`src/rtl/lcste_pkg.sv`:
```
// Shared types and constants for the cache set tag engine.
// No dependencies; used by lcste_ctrl, lcste_dpath and the top level.
`timescale 1ns / 1ps
`default_nettype none

package lcste_pkg;

	// Field widths fixed by the stream format
	localparam int LINE_TAG_W = 29;
	localparam int WAY_OUT_W  = 2;
	localparam int S_TDATA_W  = 32;
	localparam int M_TDATA_W  = 32;
	localparam int S_TUSER_W  = 1;
	localparam int M_TUSER_W  = 2;

	// Defaults for the top-level parameters
	localparam int DEF_WAYS     = 4;
	localparam int DEF_TAG_BITS = 29;

	// Access kinds
	localparam logic KIND_READ  = 1'b0;
	localparam logic KIND_WRITE = 1'b1;

	// Commands from the controller to the datapath
	typedef struct packed {
		logic capture;  // latch the incoming word
		logic commit;   // look up, update the set and load the result register
	} lcste_cmd_t;

endpackage

`default_nettype wire

```
`src/rtl/lcste_ctrl.sv`:
```
// Handshake controller for the cache set tag engine.
// Depends on lcste_pkg for the command struct.
`timescale 1ns / 1ps
`default_nettype none

module lcste_ctrl (
	input  wire                     clk,
	input  wire                     arst_n,
	input  wire                     s_tvalid,
	output logic                    s_tready,
	output logic                    m_tvalid,
	input  wire                     m_tready,
	output lcste_pkg::lcste_cmd_t   cmd
);

	localparam logic ST_EMPTY = 1'b0;
	localparam logic ST_HELD  = 1'b1;

	logic state_q;
	logic state_d;
	logic out_valid_q;
	logic out_valid_d;

	assign s_tready    = (state_q == ST_EMPTY);
	assign m_tvalid    = out_valid_q;
	assign cmd.capture = s_tvalid && (state_q == ST_EMPTY);
	assign cmd.commit  = (state_q == ST_HELD) && (!out_valid_q || m_tready);

	always_comb begin
		state_d = state_q;
		unique case (state_q)
			ST_EMPTY: begin
				if (cmd.capture) begin
					state_d = ST_HELD;
				end
			end
			ST_HELD: begin
				if (cmd.commit) begin
					state_d = ST_EMPTY;
				end
			end
			default: begin
				state_d = ST_EMPTY;
			end
		endcase
	end

	always_comb begin
		priority if (cmd.commit) begin
			out_valid_d = 1'b1;
		end else if (m_tready) begin
			out_valid_d = 1'b0;
		end else begin
			out_valid_d = out_valid_q;
		end
	end

	always_ff @(posedge clk or negedge arst_n) begin
		if (!arst_n) begin
			state_q     <= ST_EMPTY;
			out_valid_q <= 1'b0;
		end else begin
			state_q     <= state_d;
			out_valid_q <= out_valid_d;
		end
	end

endmodule

`default_nettype wire

```
`src/rtl/lcste_dpath.sv`:
```
// Datapath of the cache set tag engine: tag, valid, dirty and LRU rank state,
// the lookup and replacement logic, and the result register. Depends on lcste_pkg.
`timescale 1ns / 1ps
`default_nettype none

module lcste_dpath #(
	parameter int WAYS     = lcste_pkg::DEF_WAYS,
	parameter int TAG_BITS = lcste_pkg::DEF_TAG_BITS
) (
	input  wire                                clk,
	input  wire                                arst_n,
	input  lcste_pkg::lcste_cmd_t              cmd,
	input  wire                                kind,
	input  wire  [lcste_pkg::LINE_TAG_W-1:0]   line_tag,
	output logic                               hit,
	output logic [lcste_pkg::WAY_OUT_W-1:0]    way,
	output logic                               writeback,
	output logic [lcste_pkg::LINE_TAG_W-1:0]   victim_tag
);

	localparam int WAY_W = (WAYS > 1) ? $clog2(WAYS) : 1;
	localparam int LTW   = lcste_pkg::LINE_TAG_W;
	localparam int WOW   = lcste_pkg::WAY_OUT_W;

	logic [TAG_BITS-1:0] tag_in;
	logic [TAG_BITS-1:0] tag_s1;
	logic                kind_s1;

	logic [TAG_BITS-1:0] tag_q  [WAYS];
	logic [WAYS-1:0]     valid_q;
	logic [WAYS-1:0]     dirty_q;
	logic [WAY_W-1:0]    rank_q [WAYS];

	logic                hit_q;
	logic [WOW-1:0]      way_q;
	logic                writeback_q;
	logic [LTW-1:0]      victim_tag_q;

	logic [WAYS-1:0]     match;
	logic                found;
	logic [WAY_W-1:0]    hit_way;
	logic                have_free;
	logic [WAY_W-1:0]    free_way;
	logic [WAY_W-1:0]    lru_way;
	logic [WAY_W-1:0]    sel_way;
	logic                wb;
	logic [TAG_BITS-1:0] vtag;
	logic [WAY_W-1:0]    old_rank;
	logic [LTW-1:0]      vtag_out;
	logic [WOW-1:0]      way_out;

	// Fit the port tag to the stored tag width
	generate
		if (TAG_BITS <= LTW) begin : g_tag_narrow
			assign tag_in   = line_tag[TAG_BITS-1:0];
			assign vtag_out = {{(LTW-TAG_BITS){1'b0}}, vtag};
		end else begin : g_tag_wide
			assign tag_in   = {{(TAG_BITS-LTW){1'b0}}, line_tag};
			assign vtag_out = vtag[LTW-1:0];
		end
		if (WAY_W >= WOW) begin : g_way_trunc
			assign way_out = sel_way[WOW-1:0];
		end else begin : g_way_ext
			assign way_out = {{(WOW-WAY_W){1'b0}}, sel_way};
		end
	endgenerate

	// Lookup: lowest matching way, lowest free way, rank-zero way
	always_comb begin
		found     = 1'b0;
		hit_way   = '0;
		have_free = 1'b0;
		free_way  = '0;
		lru_way   = '0;
		for (int i = WAYS - 1; i >= 0; i--) begin
			match[i] = valid_q[i] && (tag_q[i] == tag_s1);
			if (match[i]) begin
				found   = 1'b1;
				hit_way = WAY_W'(i);
			end
			if (!valid_q[i]) begin
				have_free = 1'b1;
				free_way  = WAY_W'(i);
			end
			if (rank_q[i] == '0) begin
				lru_way = WAY_W'(i);
			end
		end
	end

	always_comb begin
		priority if (found) begin
			sel_way = hit_way;
		end else if (have_free) begin
			sel_way = free_way;
		end else begin
			sel_way = lru_way;
		end
		wb       = !found && !have_free && dirty_q[sel_way];
		vtag     = wb ? tag_q[sel_way] : '0;
		old_rank = rank_q[sel_way];
	end

	assign hit        = hit_q;
	assign way        = way_q;
	assign writeback  = writeback_q;
	assign victim_tag = victim_tag_q;

	always_ff @(posedge clk) begin
		if (cmd.capture) begin
			tag_s1  <= tag_in;
			kind_s1 <= kind;
		end
		if (cmd.commit) begin
			if (!found) begin
				tag_q[sel_way] <= tag_s1;
			end
			hit_q        <= found;
			way_q        <= way_out;
			writeback_q  <= wb;
			victim_tag_q <= vtag_out;
		end
	end

	// Valid, dirty and LRU ranks
	always_ff @(posedge clk or negedge arst_n) begin
		if (!arst_n) begin
			valid_q <= '0;
			dirty_q <= '0;
			for (int i = 0; i < WAYS; i++) begin
				rank_q[i] <= WAY_W'(i);
			end
		end else if (cmd.commit) begin
			valid_q[sel_way] <= 1'b1;
			if (found) begin
				if (kind_s1 == lcste_pkg::KIND_WRITE) begin
					dirty_q[sel_way] <= 1'b1;
				end
			end else begin
				dirty_q[sel_way] <= (kind_s1 == lcste_pkg::KIND_WRITE);
			end
			for (int i = 0; i < WAYS; i++) begin
				if (WAY_W'(i) == sel_way) begin
					rank_q[i] <= WAY_W'(WAYS - 1);
				end else if (rank_q[i] > old_rank) begin
					rank_q[i] <= rank_q[i] - 1'b1;
				end
			end
		end
	end

endmodule

`default_nettype wire

```
`src/rtl/lru_cache_set_tag_engine_unit.sv`:
```
// Top level of the cache set tag engine: stream ports, controller and datapath.
// Depends on lcste_pkg, lcste_ctrl and lcste_dpath.
`timescale 1ns / 1ps
`default_nettype none

// Tag and replacement engine for one cache set of WAYS ways with write-back,
// write-allocate and true LRU replacement. Each input word carries an access
// kind (tuser bit 0: 0 read, 1 write) and a line tag. A valid matching way is a
// hit; on a miss the lowest invalid way is filled, or, with all ways valid, the
// least recently used way is replaced, and its tag is reported for writeback
// when it was dirty (victim_tag is zero otherwise). Writes set the dirty bit,
// read fills clear it, and every access makes its way most recently used.
// Each access is first captured, then committed: the commit looks up the
// set, updates valid, dirty, tag and rank state and loads the result register.
// The next word is taken while a result waits; a held word is committed once
// the result register is free or being drained. Tags are stored at TAG_BITS
// wide (the port tag is cut or zero-extended to fit); the way index on the
// port is two bits. Reset clears the valid and dirty bits and sets way i to
// LRU rank i; the tag store has no reset and is read only for valid ways.

module lru_cache_set_tag_engine_unit #(
	parameter int WAYS     = lcste_pkg::DEF_WAYS,
	parameter int TAG_BITS = lcste_pkg::DEF_TAG_BITS
) (
	input  wire                                clk,
	input  wire                                arst_n,
	input  wire                                s_tvalid,
	output logic                               s_tready,
	input  wire  [lcste_pkg::S_TDATA_W-1:0]    s_tdata,  // [28:0] line_tag, [31:29] zero
	input  wire  [lcste_pkg::S_TUSER_W-1:0]    s_tuser,  // [0] kind
	output logic                               m_tvalid,
	input  wire                                m_tready,
	output logic [lcste_pkg::M_TDATA_W-1:0]    m_tdata,  // [1:0] way, [30:2] victim_tag, [31] zero
	output logic [lcste_pkg::M_TUSER_W-1:0]    m_tuser   // [0] hit, [1] writeback
);

	localparam int LTW = lcste_pkg::LINE_TAG_W;
	localparam int WOW = lcste_pkg::WAY_OUT_W;

	lcste_pkg::lcste_cmd_t cmd;

	logic           hit;
	logic [WOW-1:0] way;
	logic           writeback;
	logic [LTW-1:0] victim_tag;

	// Handshake and sequencing
	lcste_ctrl u_ctrl (
		.clk      (clk),
		.arst_n   (arst_n),
		.s_tvalid (s_tvalid),
		.s_tready (s_tready),
		.m_tvalid (m_tvalid),
		.m_tready (m_tready),
		.cmd      (cmd)
	);

	// Set state, lookup and result register
	lcste_dpath #(
		.WAYS     (WAYS),
		.TAG_BITS (TAG_BITS)
	) u_dpath (
		.clk        (clk),
		.arst_n     (arst_n),
		.cmd        (cmd),
		.kind       (s_tuser[0]),
		.line_tag   (s_tdata[LTW-1:0]),
		.hit        (hit),
		.way        (way),
		.writeback  (writeback),
		.victim_tag (victim_tag)
	);

	// Pack the result word; pad the top bits with zeros
	assign m_tdata = {{(lcste_pkg::M_TDATA_W - LTW - WOW){1'b0}}, victim_tag, way};
	assign m_tuser = {writeback, hit};

endmodule

`default_nettype wire

```
`config.mk`:
```
export PLATFORM = sky130hd
export DESIGN_NAME = lru_cache_set_tag_engine_unit
export DESIGN_NICKNAME = d
export VERILOG_FILES = /design/src/rtl/lcste_pkg.sv /design/src/rtl/lcste_ctrl.sv /design/src/rtl/lcste_dpath.sv /design/src/rtl/lru_cache_set_tag_engine_unit.sv
export SDC_FILE = /design/constraint.sdc
export NUM_CORES = 1
export LEC_CHECK = 0
export BUFFER_PORTS_ARGS = -buffer_cell sky130_fd_sc_hd__buf_4
export CAP_MARGIN = 20
export CORE_MARGIN = 3
export CORE_UTILIZATION = 40
export CTS_BUF_LIST = sky130_fd_sc_hd__clkbuf_4 sky130_fd_sc_hd__clkbuf_8
export DETAILED_ROUTE_END_ITERATION = 7
export PLACE_DENSITY = 0.63
export SYNTH_ARGS = -nofsm -noshare
export SYNTH_HDL_FRONTEND = slang
export SYNTH_SLANG_ARGS = --single-unit
```
`constraint.sdc`:
```
create_clock -name clk -period 8.6 [get_ports clk]
set_input_delay 0.86 -clock clk [delete_from_list [all_inputs] [get_ports clk]]
set_output_delay 0.86 -clock clk [all_outputs]
set_load 0.05 [all_outputs]
```
==> results.json <==
{
  "fmaxAchievable_mhz": 187,
  "worstMarginPinSlew_ns": 0.994,
  "relSlewSlack": 0.336,
  "outcome": "completed",
  "synth_most_common_cell": "edfxtp_1",
  "required_ns": 8.97,
  "wl_met1_mm": 10.4,
  "n_antenna_cell": 0,
  "pre_cts_ws_ns": 3.35,
  "grt_pass1_wl_mm": 34.6,
  "post-cts-setup-buffers": 0,
  "max-vdd-ir-drop_mv": 0.262,
  "cpLargestDelayFamily": "compound AO/OA/AOI/OAI gates",
  "hold_class": "input pin to async pin",
  "ant_nets": 0,
  "area_delta_synth_final_pct": 10.7,
  "worst_setup_path_end_kind": "register",
  "viasPerCell": 5.38,
  "grt_use_total": 0.183,
  "min_period_over_period": 0.623,
  "start_kind": "register",
  "route.met3.wl_um": 990,
  "routed-wl-met2_mm": 11.2,
  "p_leak_nw": 3.35,
  "clock_latency_ns": 0.47,
  "gp_congestion": 0.923,
  "syn_area_per_cell_sq_um": 14.8,
  "syn_area_sq_um": 9340,
  "cts_buffers": 17,
  "drt_iter0_drc": 383,
  "tns_ns": 0,
  "core_area_sq_um": 22800,
  "yosys_warnings": 0,
  "rows": 55,
  "grt_pass1_vias": 5512,
  "start_util": 0.410,
  "io_pins": 73,
  "drv_cap": 0,
  "dp_hpwl_mm": 15.9,
  "powerDensity_nw_per_um2": 387,
  "skew_ns": 0.0170,
  "yosysTopAreaCellShare": 0.576,
  "drc": 0,
  "die_w_um": 159,
  "netlist_top_cells_area": "edfxtp_1 58%, xnor2_1 11%, mux4_2 7.0%",
  "setup_violations": 0,
  "antenna_found_initial": 0,
  "cts_resized": 0,
  "wire_per_inst_um": 22.8,
  "overflow": 0,
  "yosysTopAreaCell": "edfxtp_1",
  "max_stage_delay_ns": 0.79,
  "cts_hold_buf": 0,
  "clockBufferDepth": 2,
  "rsz0062_at_grt": "false",
  "synth_flop_cell": "edfxtp_1",
  "crit_arrival_ns": 5.72,
  "min_period_ns": 5.36,
  "crit_buf_inv": 2,
  "top_layer_used": "met4",
  "drv_slew": 0,
  "htreeDepth": 4,
  "clkSlewWorstSetupHoldPaths_ns": 0.10,
  "cts_tree": "done",
  "critPathKind": "register to register",
  "seq_area_frac_synth": 0.624,
  "grt_max_degree": 44,
  "setup_ws_ns": 3.24,
  "portBuffers": 68,
  "cts_root_buf": "clkbuf_8",
  "yosys_register_bits": 197,
  "finalPower_mw": 4.00,
  "route.vias.total": 5409,
  "worst_path_max_delay_cell": "inv_2",
  "nets": 725,
  "crit_chain": "xnor2_1 > nand4_1 > nor4_1 > nand2_1 > nand3_2 > nand2_2 > inv_2 > a211oi_1 > a21oi_1 > ha_1 > nor2_1 > inv_1 > a2111oi_0 > a2111oi_0 > a211oi_1",
  "async_flop_share": 0.0914,
  "drt_pass1_iterations": 5,
  "hold_viol_final": 0,
  "cts_sinks": 197,
  "cp_max_fo": 36,
  "wirelength_mm": 22.9,
  "synthCells": 632,
  "layout-drive-gt1-share": 0.228,
  "synth_edf_count": 179,
  "synth_cell_types": 54,
  "die_height_um": 159,
  "synth_nets": 677,
  "fp.dieArea_sq_um": 25200,
  "yosys-top-cells-count": "179 x edfxtp_1, 116 x xnor2_1, 51 x nand4_1"
}
## state kept, by name, indices dropped and copies added, names as in the netlist, 2 cells and up
name / flops
u_dpath.tag_q: 116
u_dpath.way: 2
u_dpath.dirty_q: 4
u_dpath.rank_q: 8
u_dpath.victim_tag: 29
u_dpath.tag_s1: 29
u_dpath.valid_q: 4
## cells in the final DEF, fill, tap and decap left out, drive strengths merged, types with 3 or more instances in the layout
| cell type | Yosys | layout |
|---|---|---|
| a21oi | 6 | 6 |
| o21ai | 14 | 14 |
| or2 | 4 | 4 |
| nand2 | 28 | 28 |
| a2111oi | 3 | 3 |
| nand4 | 51 | 51 |
| clkinvlp | 0 | 4 |
| dfrtp | 14 | 14 |
| clkinv | 1 | 7 |
| inv | 20 | 21 |
| nor4 | 14 | 14 |
| dfstp | 4 | 4 |
| a221o | 3 | 3 |
| o31ai | 6 | 6 |
| ha | 8 | 8 |
| nor3 | 3 | 3 |
| xnor2 | 116 | 116 |
| buf | 42 | 75 |
| nand3 | 5 | 5 |
| nor2b | 30 | 30 |
| mux4 | 29 | 29 |
| nor2 | 18 | 18 |
| clkbuf | 4 | 20 |
| edfxtp | 179 | 179 |
## layout make-up
class / instances / area [sq um]
timing repair buffer: 75 / 576
tap: 313 / 392
clock inverter: 11 / 81.3
multi-input combinational: 368 / 3120
clock buffer: 20 / 256
fill: 2044 / 12400
sequential: 197 / 5830
inverter: 21 / 83.8
## stage by stage
stage / util / hold WS [ns] / cell area [sq um] / std cells
6_report: 0.454 / 0.250 / 10300 / 1005
5_1_grt: 0.454 / 0.240 / 10300 / 1005
4_1_cts: 0.453 / 0.237 / 10300 / 1004
3_5_place_dp: 0.438 / 0.505 / 9980 / 973
3_3_place_gp: 0.438 / 0.492 / 9980 / 973
2_1_floorplan: - / 0.471 / 9340 / 632
## path summary, 6_finish.rpt
kind	start	to	slack [ns]	depth (start not counted)
worst max-delay path	u_dpath.tag_s1[6]$_DFFE_PP_	u_dpath.rank_q[4]$_DFFE_PN1P_	3.24	15
worst min-delay path	arst_n	u_dpath.rank_q[2]$_DFFE_PN0P_	0.25	1
worst max register to register	u_dpath.tag_s1[6]$_DFFE_PP_	u_dpath.rank_q[4]$_DFFE_PN1P_	3.24	15
worst min register to register	u_dpath.dirty_q[0]$_DFFE_PN0P_	u_dpath.dirty_q[0]$_DFFE_PN0P_	0.53	2
max in group asynchronous	arst_n	u_dpath.rank_q[4]$_DFFE_PN1P_	8.07	1
min in group clk	u_dpath.dirty_q[0]$_DFFE_PN0P_	u_dpath.dirty_q[0]$_DFFE_PN0P_	0.53	2
## cells by family (layout without fill, tap and decap cells)
family                   Yosys count  in the layout  share of synthesized area
flip-flops                       197            197                      0.624
AO/OA/AOI/OAI                     53             53                     0.0437
XOR/XNOR                         116            116                      0.109
other                              1              1                   0.000402
buffers and inverters             67            127                     0.0436
multiplexers                      31             31                     0.0721
AND/OR/NAND/NOR                  157            157                     0.0938
adder cells (fa/ha/maj)           10             10                     0.0131
## routing by layer
metal,vias up,track usage
met4,0,0.0434
met1,2788,0.256
met3,18,0.0352
li1,2456,-
met5,-,0
met2,147,0.298
## power by group
group | switching (mW) | internal, mW | leakage [nW] | total, mW
sequential | 0.141 | 1.36 | 1.85 | 1.50
combinational | 1.22 | 0.743 | 1.33 | 1.96
clock | 0.332 | 0.210 | 0.165 | 0.542
total | 1.69 | 2.31 | 3.35 | 4.00
Note: power is estimated with default switching activity, not from simulation.
